### src/hdl/hbkd_pkg.sv
`timescale 1ns / 1ps

package hbkd_pkg;

  localparam int RAW_SLOTS      = 6;
  localparam int KEY_SLOTS      = 6;
  localparam int PEND_BITS      = RAW_SLOTS + 1;
  localparam int REP_BIT        = RAW_SLOTS;
  localparam int DIV_STEPS      = 32;
  localparam logic [7:0]  SHIFT_MASK     = 8'h22;
  localparam logic [15:0] DELAY_RESET    = 16'd30;
  localparam logic [15:0] INTERVAL_RESET = 16'd5;

  typedef enum logic {
    REG_DELAY    = 1'b0,
    REG_INTERVAL = 1'b1
  } reg_index_t;

  typedef enum logic [1:0] {
    ST_IDLE,
    ST_LOAD,
    ST_DIV,
    ST_EMIT
  } state_t;

  typedef struct packed {
    logic capture;
    logic load;
    logic div_step;
    logic emit;
  } cmd_t;

  typedef struct packed {
    logic need_div;
    logic div_done;
    logic pend_any;
    logic out_free;
  } sts_t;

  function automatic logic [6:0] plain_char(input logic [6:0] code);
    logic [6:0] r;
    r = 7'h00;
    if (code >= 7'd4 && code <= 7'd29) begin
      r = code + 7'd93;
    end else if (code >= 7'd30 && code <= 7'd38) begin
      r = code + 7'd19;
    end else if (code >= 7'd89 && code <= 7'd97) begin
      r = code - 7'd40;
    end else begin
      case (code)
        7'd39:   r = 7'h30;
        7'd40:   r = 7'h0A;
        7'd41:   r = 7'h1B;
        7'd42:   r = 7'h08;
        7'd43:   r = 7'h09;
        7'd44:   r = 7'h20;
        7'd45:   r = 7'h2D;
        7'd46:   r = 7'h3D;
        7'd47:   r = 7'h5B;
        7'd48:   r = 7'h5D;
        7'd49:   r = 7'h5C;
        7'd50:   r = 7'h23;
        7'd51:   r = 7'h3B;
        7'd52:   r = 7'h27;
        7'd53:   r = 7'h60;
        7'd54:   r = 7'h2C;
        7'd55:   r = 7'h2E;
        7'd56:   r = 7'h2F;
        7'd84:   r = 7'h2F;
        7'd85:   r = 7'h2A;
        7'd86:   r = 7'h2D;
        7'd87:   r = 7'h2B;
        7'd88:   r = 7'h0A;
        7'd98:   r = 7'h30;
        7'd99:   r = 7'h2E;
        7'd103:  r = 7'h3D;
        default: r = 7'h00;
      endcase
    end
    return r;
  endfunction

  function automatic logic [6:0] shift_char(input logic [6:0] code);
    logic [6:0] r;
    r = plain_char(code);
    if (code >= 7'd4 && code <= 7'd29) begin
      r = code + 7'd61;
    end else begin
      case (code)
        7'd30:   r = 7'h21;
        7'd31:   r = 7'h40;
        7'd32:   r = 7'h23;
        7'd33:   r = 7'h24;
        7'd34:   r = 7'h25;
        7'd35:   r = 7'h5E;
        7'd36:   r = 7'h26;
        7'd37:   r = 7'h2A;
        7'd38:   r = 7'h28;
        7'd39:   r = 7'h29;
        7'd45:   r = 7'h5F;
        7'd46:   r = 7'h2B;
        7'd47:   r = 7'h7B;
        7'd48:   r = 7'h7D;
        7'd49:   r = 7'h7C;
        7'd50:   r = 7'h7E;
        7'd51:   r = 7'h3A;
        7'd52:   r = 7'h22;
        7'd53:   r = 7'h7E;
        7'd54:   r = 7'h3C;
        7'd55:   r = 7'h3E;
        7'd56:   r = 7'h3F;
        default: r = plain_char(code);
      endcase
    end
    return r;
  endfunction

endpackage

### src/hdl/hbkd_ctrl.sv
`timescale 1ns / 1ps

module hbkd_ctrl (
  input  logic          clk,
  input  logic          rst,
  input  logic          in_valid,
  output logic          in_stall,
  input  hbkd_pkg::sts_t sts,
  output hbkd_pkg::cmd_t cmd
);

  hbkd_pkg::state_t state, state_next;

  always_ff @(posedge clk) begin
    if (rst) begin
      state <= hbkd_pkg::ST_IDLE;
    end else begin
      state <= state_next;
    end
  end

  always_comb begin
    state_next = state;
    case (state)
      hbkd_pkg::ST_IDLE: begin
        if (in_valid) state_next = hbkd_pkg::ST_LOAD;
      end
      hbkd_pkg::ST_LOAD: begin
        state_next = sts.need_div ? hbkd_pkg::ST_DIV : hbkd_pkg::ST_EMIT;
      end
      hbkd_pkg::ST_DIV: begin
        if (sts.div_done) state_next = hbkd_pkg::ST_EMIT;
      end
      hbkd_pkg::ST_EMIT: begin
        if (!sts.pend_any) state_next = hbkd_pkg::ST_IDLE;
      end
      default: state_next = hbkd_pkg::ST_IDLE;
    endcase
  end

  always_comb begin
    cmd      = '0;
    in_stall = 1'b1;
    case (state)
      hbkd_pkg::ST_IDLE: begin
        in_stall    = 1'b0;
        cmd.capture = in_valid;
      end
      hbkd_pkg::ST_LOAD: cmd.load     = 1'b1;
      hbkd_pkg::ST_DIV:  cmd.div_step = 1'b1;
      hbkd_pkg::ST_EMIT: cmd.emit     = sts.pend_any && sts.out_free;
      default:           cmd          = '0;
    endcase
  end

endmodule

### config.mk
export PLATFORM = sky130hd
export DESIGN_NAME = hbkd_ctrl
export DESIGN_NICKNAME = d
export VERILOG_FILES = /design/src/hdl/hbkd_pkg.sv /design/src/hdl/hbkd_ctrl.sv
export SDC_FILE = /design/constraint.sdc
export NUM_CORES = 1
export LEC_CHECK = 0
export ABC_AREA = 1
export BUFFER_PORTS_ARGS = -buffer_cell sky130_fd_sc_hd__buf_4
export CORE_AREA = 5 5 42 44
export CTS_CLUSTER_SIZE = 14
export DETAILED_ROUTE_END_ITERATION = 12
export DIE_AREA = 0 0 47 49
export PLACE_DENSITY = 0.36
export SLEW_MARGIN = 20
export SYNTH_ARGS = -nofsm -noshare
export SYNTH_HDL_FRONTEND = slang
export SYNTH_SLANG_ARGS = --single-unit
### constraint.sdc
create_clock -name clk -period 1.3 [get_ports clk]
set_input_delay 0.26 -clock clk [delete_from_list [all_inputs] [get_ports clk]]
set_output_delay 0.26 -clock clk [all_outputs]
set_load 0.01 [all_outputs]
# Word-level counts from Yosys, hierarchy flattened

Index checks and enable logic that the tools add are counted.
Widths: inputs -> output; s select.

Bits in registers: 2
Word-level logic and storage cells: 20

Equality and inequality tests: 6
Mux-type cells: 10
Reductions and logical operators: 3

Operators with widths:

| kind               | number |
|---|---|
| $pmux 2 s4         | 1 |
| $mux 1             | 6 |
| $mux 2             | 3 |
| $ne 2x2->1 const B | 3 |
| $eq 2x2->1 const B | 2 |
| $reduce_and 3->1   | 1 |
| $eq 2x1->1 const B | 1 |
| $logic_not 2->1    | 1 |
| $logic_and 1x1->1  | 1 |

# Longest topological paths before layout

Gate-level depths: netlist of the first run.

Depth in word-level cells: 3
Mapped depth: 7
Depth with buffers taken out: 7

# Worst setup path before layout of the first run

No wires, ideal clock.

Kind: register to register
Start: register state[0]
End: register state[0]
Setup time: 70 ps
Arrival time: 1085 ps
Data required time: 1230 ps
Slack: 146 ps
Cell stages (with the launch flop): 8
Path buffers: 0
Clock period less this slack: 1154 ps
Cell sequence: dfxtp_1 > inv_1 > ha_1 > nand2_1 > nand2_2 > nor2_4 > nand2_1 > a21oi_1

Longest elaborated chain between the ends: 3

Ends and longest elaborated chain:

| item                                          | line            | source |
|---|---|---|
| from (decl)                                   | hbkd_ctrl.sv:12 | `hbkd_pkg::state_t state, state_next;` |
| from (signal assigned)                        | hbkd_ctrl.sv:16 | `state <= hbkd_pkg::ST_IDLE;` |
| from (signal assigned)                        | hbkd_ctrl.sv:18 | `state <= state_next;` |
| $eq 2x2->1 or $logic_not 2->1 (tied branches) | hbkd_ctrl.sv:24 | `case (state)` |
| $ne 2x2->1 (no line)                          | n/a             |  |
| $reduce_and 3->1 (no line)                    | n/a             |  |

Parallel ways exist; a longest one is shown, timed or not.
A chain may end at the register's enable or synchronous reset.

==> reports/results.ini, run 1 <==
[run_status]
status=completed

[hold_path]
min_path_type=input port to flop
worstHoldPathCells=2

[synth]
syn_inst=34
synth_top_family_by_area=simple AND/OR/NAND/NOR gates
ys_seq_area_share_pct=17.98
synth_edf_count=0
synth.area.mux_share_pct=0
synth_cell_types=10
yosysMostFrequentCell=inv_1
synth_ff_type=dfxtp_1
synth_area_um2=222.7
syn_avg_cell_area_um2=6.550
yosys.area.top_type_share_pct=28.09
syn_nets=46
yosys_warnings=0
synth-compound-area-share_pct=4.494
async_flop_share_pct=0
synth_common_cells=inv_1 (9), nand2_1 (8), ha_1 (5)
synth_top_cell_by_area=ha_1
synth-simple-area-share_pct=32.58
synthXorXnorAreaFrac_pct=0
synth_adder_area_share_pct=28.09
synth_area_leaders=ha_1 (28%), dfxtp_1 (18%), inv_1 (15%), nand2_1 (13%), nand3_1 (6.7%)
ys_ff_latch=2

[clock_network]
cts.sinks=2
cts_tree=done
cts-root-buf=clkbuf_4
htreeDepth=1
clk_pin_slew_ns=0.03
cts.hold.buffers_added=0
clk-insertion-delay-late_ns=0.22
clock_path_buffers=2
numCtsBuffers=3

[placed_design]
place_congestion=0.7025
dp_hpwl_um=433.9
place_ws_ns=0.08585
io_buffers=11

[route]
vias_per_cell=3.681
drt-pass1-iter-count=2
vias=254
routed_wl_um=570
drc_errors=0
first_iter_violations=3
routedWlPerCell_um=8.261
antenna_left=0

[sta]
fmax_ghz=0.7785
hold_violations=0
period_share_pct=98.81
fin_setup_tns_ns=0
setup_viol=0
fin_ws_ns=0.01547
finClkSkew_ns=0.002424
fin_crit_ns=1.285
slew_viol_final=0
relSlewSlack_pct=92.77
rsz0062_at_grt=true
worst_slew_pin_slew_ns=0.1084

[setup_path]
start_kind=flop
cp_max_fo=3
ff2ff_path_depth=9
worstSetupPathType=flop to primary output
r2r_slack_ns=0.09
endpoint_kind=primary output
worstPathArrival_ns=1.02
required_ns=1.04

[layout]
nFillCells=161
n_antenna_cell=0
multi_input_area_um2=177.7
max_flop_register=state
utilization_pct=30.63
syn_to_final_growth_pct=92.70
largestRegisters=state: 2 flops
final_nets=67
largest_register_ffs=2
area.sequential_um2=45.04
drive_above_1_share_pct=60.38

[global_route]
grt_pass1_vias=233
grt_pass1_wl_um=890
globalRoute.totalOverflow=0
grt_usage_pct=5.481
grt_antenna_before_repair=0
grt_max_degree=5

[die]
core_area_um2=1401
floorplan.initialDensity_pct=15.89
die_w_um=47
ios=12
dieArea_um2=2303
placementRows=14
die_h_um=49

[power_and_ir_drop]
leakage_uw=0.0002358
ir_drop_mv=0.9027
powerDensity_nw_per_um2=2163

[job]
maxCapViolations=0

per-stage QoR:
stage	hold slack, ns	total power [uW]	std cells	cell area, um^2
finish	0.1906	928.2	69	429.2
CTS	0.1832	930.1	68	416.7
detailed placement	0.4315	659.7	63	340.3
global route	0.1864	1018	69	429.2
global placement	0.4312	663.2	63	340.3
floorplan	0.3291	441.2	34	222.7
worst paths after layout:
| check | start | endpoint |
|---|---|---|
| max | state[1]$_SDFFE_PP0P_ | cmd[1] |
| max reg2reg | state[0]$_SDFFE_PP0P_ | state[0]$_SDFFE_PP0P_ |
| min reg2reg | state[0]$_SDFFE_PP0P_ | state[0]$_SDFFE_PP0P_ |
| min | rst | state[1]$_SDFFE_PP0P_ |
what timing repair did:
| action | 4_1_cts | 5_1_grt |
|---|---|---|
| gates resized for setup | 12 | 2 |
| buffers inserted | 2 | 1 |
| setup endpoints to repair | 4 | 4 |
| pin swaps | 3 | 2 |
worst max-delay path: stages, from the launching register on:
cell	delay (ns)
dfxtp_4	0.35
buf_4	0.14
ha_2	0.17
buf_4	0.14
cell type report:
type | count | share of cell area (%)
timing repair buffer | 16 | 28.86
sequential | 2 | 10.50
inverter | 10 | 9.329
multi-input combinational | 22 | 41.40
tap | 16 | 4.665
clock buffer | 3 | 5.248
kinds of logic (layout without fill, tap and decap cells):
kind of cell / Yosys count / count (layout)
compound gates: 2 / 2
fa+ha+maj: 5 / 5
buf+inv: 10 / 29
flops: 2 / 2
simple gates: 15 / 15
power by group:
part / switching, uW / leakage (uW) / internal, uW
registers: 43.3 / 0.0000175 / 106
clock network: 32.2 / 0.0000138 / 102
logic: 312 / 0.000204 / 333
metal layers:
layer | vias up | track usage (%) | routed length [um]
met5 | - | 0 | 0
met4 | 0 | 4.147 | 0
met3 | 0 | 3.321 | 34
met2 | 6 | 7.014 | 293
met1 | 109 | 6.332 | 243
li1 | 139 | - | -
cells in the final DEF, fill, tap and decap left out:
cell and count:
buf_4 15, clkbuf_4 3, inv_2 2, inv_4 1, ha_4 2, nand3_1 3, nand2_1 7, buf_6 1
nor2_1 1, dfxtp_4 1, nor2_4 1, dfxtp_2 1, inv_1 7, ha_2 2, nand2_2 3, a21oi_1 2
ha_1 1
Power figures use the tool's default switching activity.
==> run 2: changes to the inputs <==
--- a/config.mk
+++ b/config.mk
@@ -13,3 +13,3 @@
 export DIE_AREA = 0 0 47 49
-export PLACE_DENSITY = 0.36
+export PLACE_DENSITY = 0.39
 export SLEW_MARGIN = 20
==> constraint.sdc (replaced) <==
create_clock -name clk -period 1.3 [get_ports clk]
set_input_delay 0.195 -clock clk [delete_from_list [all_inputs] [get_ports clk]]
set_output_delay 0.195 -clock clk [all_outputs]
set_load 0.01 [all_outputs]
==> reports/results.ini, run 2 (same netlist as run 1, synthesis figures left out) <==
[sta]
setup_viol=0  ; unchanged
fin_setup_tns_ns=0  ; unchanged
hold_violations=0  ; unchanged
fmax_ghz=0.8221  ; +5.6%
worst_slew_pin_slew_ns=0.1047  ; -0.003654 ns
rsz0062_at_grt=false
fin_crit_ns=1.216  ; -0.06810 ns
relSlewSlack_pct=93.00  ; +0.23 points
period_share_pct=93.57  ; -5.2 points
slew_viol_final=0  ; unchanged
finClkSkew_ns=0.001059  ; -0.001365 ns

[setup_path]
r2r_slack_ns=0.18  ; +0.09 ns
r2r_end=state[1]$_SDFFE_PP0P_
worstSetupPathType=flop to primary output
required_ns=1.11  ; +0.07 ns
worstPathArrival_ns=1.02  ; about the same
cp.buffers_inverters=3  ; +1
slowest_delay_ns=0.36  ; about the same
start_kind=flop
reg2reg_from=state[0]$_SDFFE_PP0P_
cp_cell_sequence=inv_2, ha_4, nand2_1, inv_1, buf_4
crit_family=flip-flops
endpoint_kind=primary output
slowest_stage=dfxtp_4
cp_max_fo=5  ; +2
ff2ff_path_depth=7  ; -2

[layout]
largestRegisters=state: 2 flops
drive_above_1_share_pct=53.06  ; -7.3 points
utilization_pct=26.96  ; -3.7 points
syn_to_final_growth_pct=69.66
final_nets=63  ; -6.0%
max_flop_register=state
fin_cells=65  ; -5.8%
n_antenna_cell=0  ; unchanged
design_area_um2=377.9  ; -12%
layout_commonest_cell=buf_4
largest_register_ffs=2  ; unchanged
final_cell_mix=buf_4 (12), inv_1 (7), nand2_1 (7), ha_1 (4)

[global_route]
grt_max_degree=6  ; +1
grt_pass1_vias=237  ; +1.7%
grt_use_met2_pct=7.240  ; +0.23 points
use_met1_pct=7.440  ; +1.1 points
grt_pass1_wl_um=945  ; +6.2%
grt_usage_pct=5.696  ; +0.21 points
grt.busiest_layer=met1
globalRoute.totalOverflow=0  ; unchanged
grt_antenna_before_repair=0  ; unchanged
grt_use_met3_pct=3.321  ; unchanged

[power_and_ir_drop]
pwr-share-seq_pct=17.2  ; +1.1 points
ir_drop_mv=0.6198  ; -31%
leakage_uw=0.0002188  ; -7.2%
power_uw=824.8  ; -11%
internal_power_uw=476.7  ; -12%
p_clk_share_pct=16.0  ; +1.6 points
p_sw_uw=348.1  ; -10%
comb_power_share_pct=66.8  ; -2.7 points
powerDensity_nw_per_um2=2183  ; +0.92%
switching_share_pct=42.20  ; +0.44 points

[route]
drc_errors=0  ; unchanged
antenna_left=0  ; unchanged
routedWlPerCell_um=7.800  ; -5.6%
vias=229  ; -9.8%
vias_per_cell=3.523  ; -4.3%
routed_wl_um=507  ; -11%
first_iter_violations=1  ; -2
drt-pass1-iter-count=2  ; unchanged

[die]
die_h_um=49  ; unchanged
dieArea_um2=2303  ; unchanged
die_w_um=47  ; unchanged
placementRows=14  ; unchanged
floorplan.initialDensity_pct=15.89  ; unchanged
core_area_um2=1401  ; unchanged
ios=12  ; unchanged

[placed_design]
dpl-instance-area_um2=332.8  ; -2.2%
io_buffers=11  ; unchanged
place_congestion=0.7120  ; +1.4%
dp.cells=62  ; -1.6%
dp_hpwl_um=412.9  ; -4.8%

[clock_network]
cts-root-buf=clkbuf_4
cts.hold.buffers_added=0  ; unchanged
clk_pin_slew_ns=0.03  ; about the same
htreeDepth=1  ; unchanged
clock_path_buffers=2  ; unchanged
cts_tree=done
cts.sinks=2  ; unchanged
clk-insertion-delay-late_ns=0.22  ; about the same
cts_setup_buffers=0  ; -2
numCtsBuffers=3  ; unchanged

[hold_path]
holdPathEnd=state[1]$_SDFFE_PP0P_
hp-start=rst
min_path_type=input port to flop
worstHoldPathCells=2  ; unchanged

[job]
maxCapViolations=0  ; unchanged

[run_status]
status=completed

## run 2: cell count changes in the layout (fill, tap and decap cells not counted)
cell | previous run | this run
buf_4 | 15 | 12
buf_6 | 1 | 0
ha_1 | 1 | 4
ha_2 | 2 | 0
ha_4 | 2 | 1
inv_2 | 2 | 3
inv_4 | 1 | 0
nor2_1 | 1 | 0
nor2_2 | 0 | 1
## run 2: power by group through the flow
stage / Combinational, uW / Sequential, uW / Clock [uW]
final: 551 / 142 / 132
after global routing: 628 / 148 / 153
after CTS: 520 / 131 / 140
after detailed placement: 510 / 126 / 0
after global placement: 514 / 126 / 0
after floorplan: 316 / 125 / 0
## run 2: worst max path at each step
stage                                from               endpoint  slack (ns)  depth (start not counted)
finish              state[1]$_SDFFE_PP0P_                 cmd[3]        0.08                          5
global route        state[1]$_SDFFE_PP0P_                 cmd[3]       0.006                          5
CTS                 state[0]$_SDFFE_PP0P_                 cmd[3]       0.005                          5
detailed placement  state[1]$_SDFFE_PP0P_  state[1]$_SDFFE_PP0P_        0.12                          7
global placement    state[0]$_SDFFE_PP0P_  state[0]$_SDFFE_PP0P_         0.1                          7
floorplan           state[0]$_SDFFE_PP0P_  state[0]$_SDFFE_PP0P_        0.15                          7
## run 2: worst register-to-register path: cells and delay by family, from the launching register on
family	cells	cell delay [ns]
buf+inv	1	0.07
compound gates	1	0.11
fa+ha+maj	1	0.22
flops	1	0.34
simple gates	4	0.31
## run 2: repair_timing
item,in CTS,in global routing
gates resized for setup,3,6
setup endpoints to repair,3,2
pin swaps,0,1
## run 2: layout make-up
cell class	instances	area, um^2
fillers	165	1023
multi-input cells	22	162.7
repair buffers	12	90.09
flip-flops and latches	2	45.04
inverters	10	37.54
clock buffers	3	22.52
well taps	16	20.02
## run 2: metal layers
metal	up-vias	routed length, um	part of all wire (%)
li1	129	-	-
met1	94	236	47
met2	6	240	47
met3	0	29	5.7
met4	0	0	0
met5	-	0	0
## run 2: metrics by stage
stage | setup WS [ns] | hold WS [ns]
floorplan | 0.1456 | 0.2641
global placement | 0.09560 | 0.3651
detailed placement | 0.1204 | 0.3641
CTS | 0.005356 | 0.1244
global route | 0.005656 | 0.1249
finish | 0.08358 | 0.1314
==> run 3: changes to the inputs <==
- ABC_AREA: 1 -> unset
==> reports/results.ini, run 3 <==
[clock_network]
cts.sinks=2  ; unchanged
clk-insertion-delay-late_ns=0.22  ; about the same
cts.hold.buffers_added=0  ; unchanged
htreeDepth=1  ; unchanged
clock_path_buffers=2  ; unchanged
cts_tree=done
cts-root-buf=clkbuf_4
clk_pin_slew_ns=0.03  ; about the same
numCtsBuffers=3  ; unchanged

[setup_path]
start_kind=flop
r2r_end=state[0]$_SDFFE_PP0P_
worstPathArrival_ns=1.35  ; +0.33 ns
crit_start=state[0]$_SDFFE_PP0P_
endpoint_kind=flop
cp_max_fo=3  ; -2
reg2reg_from=state[0]$_SDFFE_PP0P_
r2r_slack_ns=0.04  ; -0.14 ns
worstSetupPathType=flop to flop
ff2ff_path_depth=5  ; -2
required_ns=1.39  ; +0.28 ns

[die]
core_area_um2=1401  ; unchanged
ios=12  ; unchanged
die_h_um=49  ; unchanged
die_w_um=47  ; unchanged
placementRows=14  ; unchanged
floorplan.initialDensity_pct=16.07  ; +0.18 points
dieArea_um2=2303  ; unchanged

[sta]
relSlewSlack_pct=81.85  ; -11 points
hold_violations=0  ; unchanged
worst_slew_pin_slew_ns=0.2706  ; +0.1659 ns
fmax_ghz=0.7923  ; -3.6%
period_share_pct=97.08  ; +3.5 points
slew_viol_final=0  ; unchanged
fin_crit_ns=1.262  ; +0.04565 ns
fin_setup_tns_ns=0  ; unchanged
setup_viol=0  ; unchanged
rsz0062_at_grt=false
finClkSkew_ns=0.003266  ; +0.002207 ns

[synth]
syn_inst=23  ; -32%
synth_area_leaders=ha_1 (28%), dfxtp_1 (18%), nand2b_4 (12%), a221oi_2 (6.7%), inv_1 (6.7%)
async_flop_share_pct=0  ; unchanged
syn_nets=35  ; -24%
ys_ff_latch=2  ; unchanged
synth_cell_types=14  ; +4
syn_avg_cell_area_um2=9.792  ; +49%
synth_ff_type=dfxtp_1
synth_area_um2=225.2  ; +1.1%
yosys_warnings=0  ; unchanged
yosysMostFrequentCell=ha_1
synth_common_cells=ha_1 (5), inv_1 (4), dfxtp_1 (2), nand2b_4 (2)
ys_seq_area_share_pct=17.78  ; -0.20 points
yosys.area.top_type_share_pct=27.78  ; -0.31 points
synth_top_cell_by_area=ha_1
synth_edf_count=0  ; unchanged

[global_route]
grt_pass1_vias=253  ; +6.8%
grt_usage_pct=5.977  ; +0.28 points
grt_antenna_before_repair=0  ; unchanged
globalRoute.totalOverflow=0  ; unchanged
grt_pass1_wl_um=979  ; +3.6%
grt_max_degree=5  ; -1

[route]
antenna_left=0  ; unchanged
routed_wl_um=571  ; +13%
drt-pass1-iter-count=1  ; -1
vias_per_cell=3.864  ; +9.7%
drc_errors=0  ; unchanged
vias=228  ; -0.44%
routedWlPerCell_um=9.678  ; +24%
first_iter_violations=0  ; -1

[layout]
layout_commonest_cell=buf_4
final_nets=57  ; -9.5%
max_flop_register=state
fin_cells=59  ; -9.2%
largestRegisters=state: 2 flops
n_antenna_cell=0  ; unchanged
syn_to_final_growth_pct=88.89
largest_register_ffs=2  ; unchanged
drive_above_1_share_pct=72.09  ; +19 points
final_cell_mix=buf_4 (16), ha_1 (3), clkbuf_4 (3)

[hold_path]
hp-start=rst
min_path_type=input port to flop
holdPathEnd=state[0]$_SDFFE_PP0P_
worstHoldPathCells=2  ; unchanged

[power_and_ir_drop]
leakage_uw=0.0002129  ; -2.7%
powerDensity_nw_per_um2=2227  ; +2.0%
ir_drop_mv=1.084  ; +75%

[placed_design]
dp_hpwl_um=442.4  ; +7.1%
place_congestion=0.7591  ; +6.6%
io_buffers=11  ; unchanged
dp.cells=51  ; -18%

[run_status]
status=completed

[job]
maxCapViolations=0  ; unchanged

==> run 3: worst max-delay path by stage <==
stage	endpoint	cells past startpoint
after floorplan	state[0]$_SDFFE_PP0P_	5
after global placement	state[0]$_SDFFE_PP0P_	5
after detailed placement	state[0]$_SDFFE_PP0P_	5
after CTS	cmd[3]	4
after global routing	state[0]$_SDFFE_PP0P_	6
final	state[0]$_SDFFE_PP0P_	5
==> run 3: final cells by class <==
| class | instances | area (um^2) |
|---|---|---|
| timing repair buffer | 17 | 131.4 |
| tap | 16 | 20.02 |
| sequential | 2 | 45.04 |
| fill | 150 | 975.9 |
| inverter | 4 | 20.02 |
| clock buffer | 3 | 22.52 |
| multi-input combinational | 17 | 186.4 |
==> run 3: power breakdown <==
part	switching, uW	internal [uW]	total, uW
Combinational	281	389	670
Sequential	39.8	104	144
Clock	32.1	102	134
Total	352	595	947
==> run 3: worst max-delay path, stage by stage, from the launching register on <==
cell and delay (ns):
dfxtp_2 0.35, inv_4 0.05, buf_4 0.13, ha_1 0.21, a211oi_1 0.28, a221oi_2 0.11
==> run 3: kinds of logic (layout without fill, tap and decap cells) <==
logic type	after synthesis	in the layout	synth area share [%]
fa+ha+maj	5	5	27.78
buf+inv	4	24	6.665
flops	2	2	17.78
compound gates	5	5	20.00
simple gates	7	7	27.78
==> run 3: repair_timing <==
action	CTS	global route
pin swaps	1	1
endpoints found under the setup margin	3	2
buffers inserted	5	0
resized for setup	9	3
==> run 3: metal layers <==
metal / track usage (%) / vias to the layer above / share of wire (%)
met4: 4.147 / 0 / 0
met2: 9.955 / 5 / 56
met3: 2.583 / 0 / 6.3
met1: 5.470 / 100 / 38
met5: 0 / - / 0
li1: - / 123 / -
==> run 3: through the flow <==
stage | util, % | hold slack (ns) | total power [uW] | setup WS, ns | cell area, um^2
after floorplan | - | 0.2612 | 438.7 | 0.06147 | 225.2
final | 30.36 | 0.1376 | 947.4 | 0.03793 | 425.4
after global placement | 23.93 | 0.3729 | 613.6 | 0.02193 | 335.3
after global routing | 30.36 | 0.1424 | 1029 | 0.002421 | 425.4
after detailed placement | 23.93 | 0.3723 | 617.6 | 0.01315 | 335.3
after CTS | 29.82 | 0.1300 | 936.5 | 0.004229 | 417.9
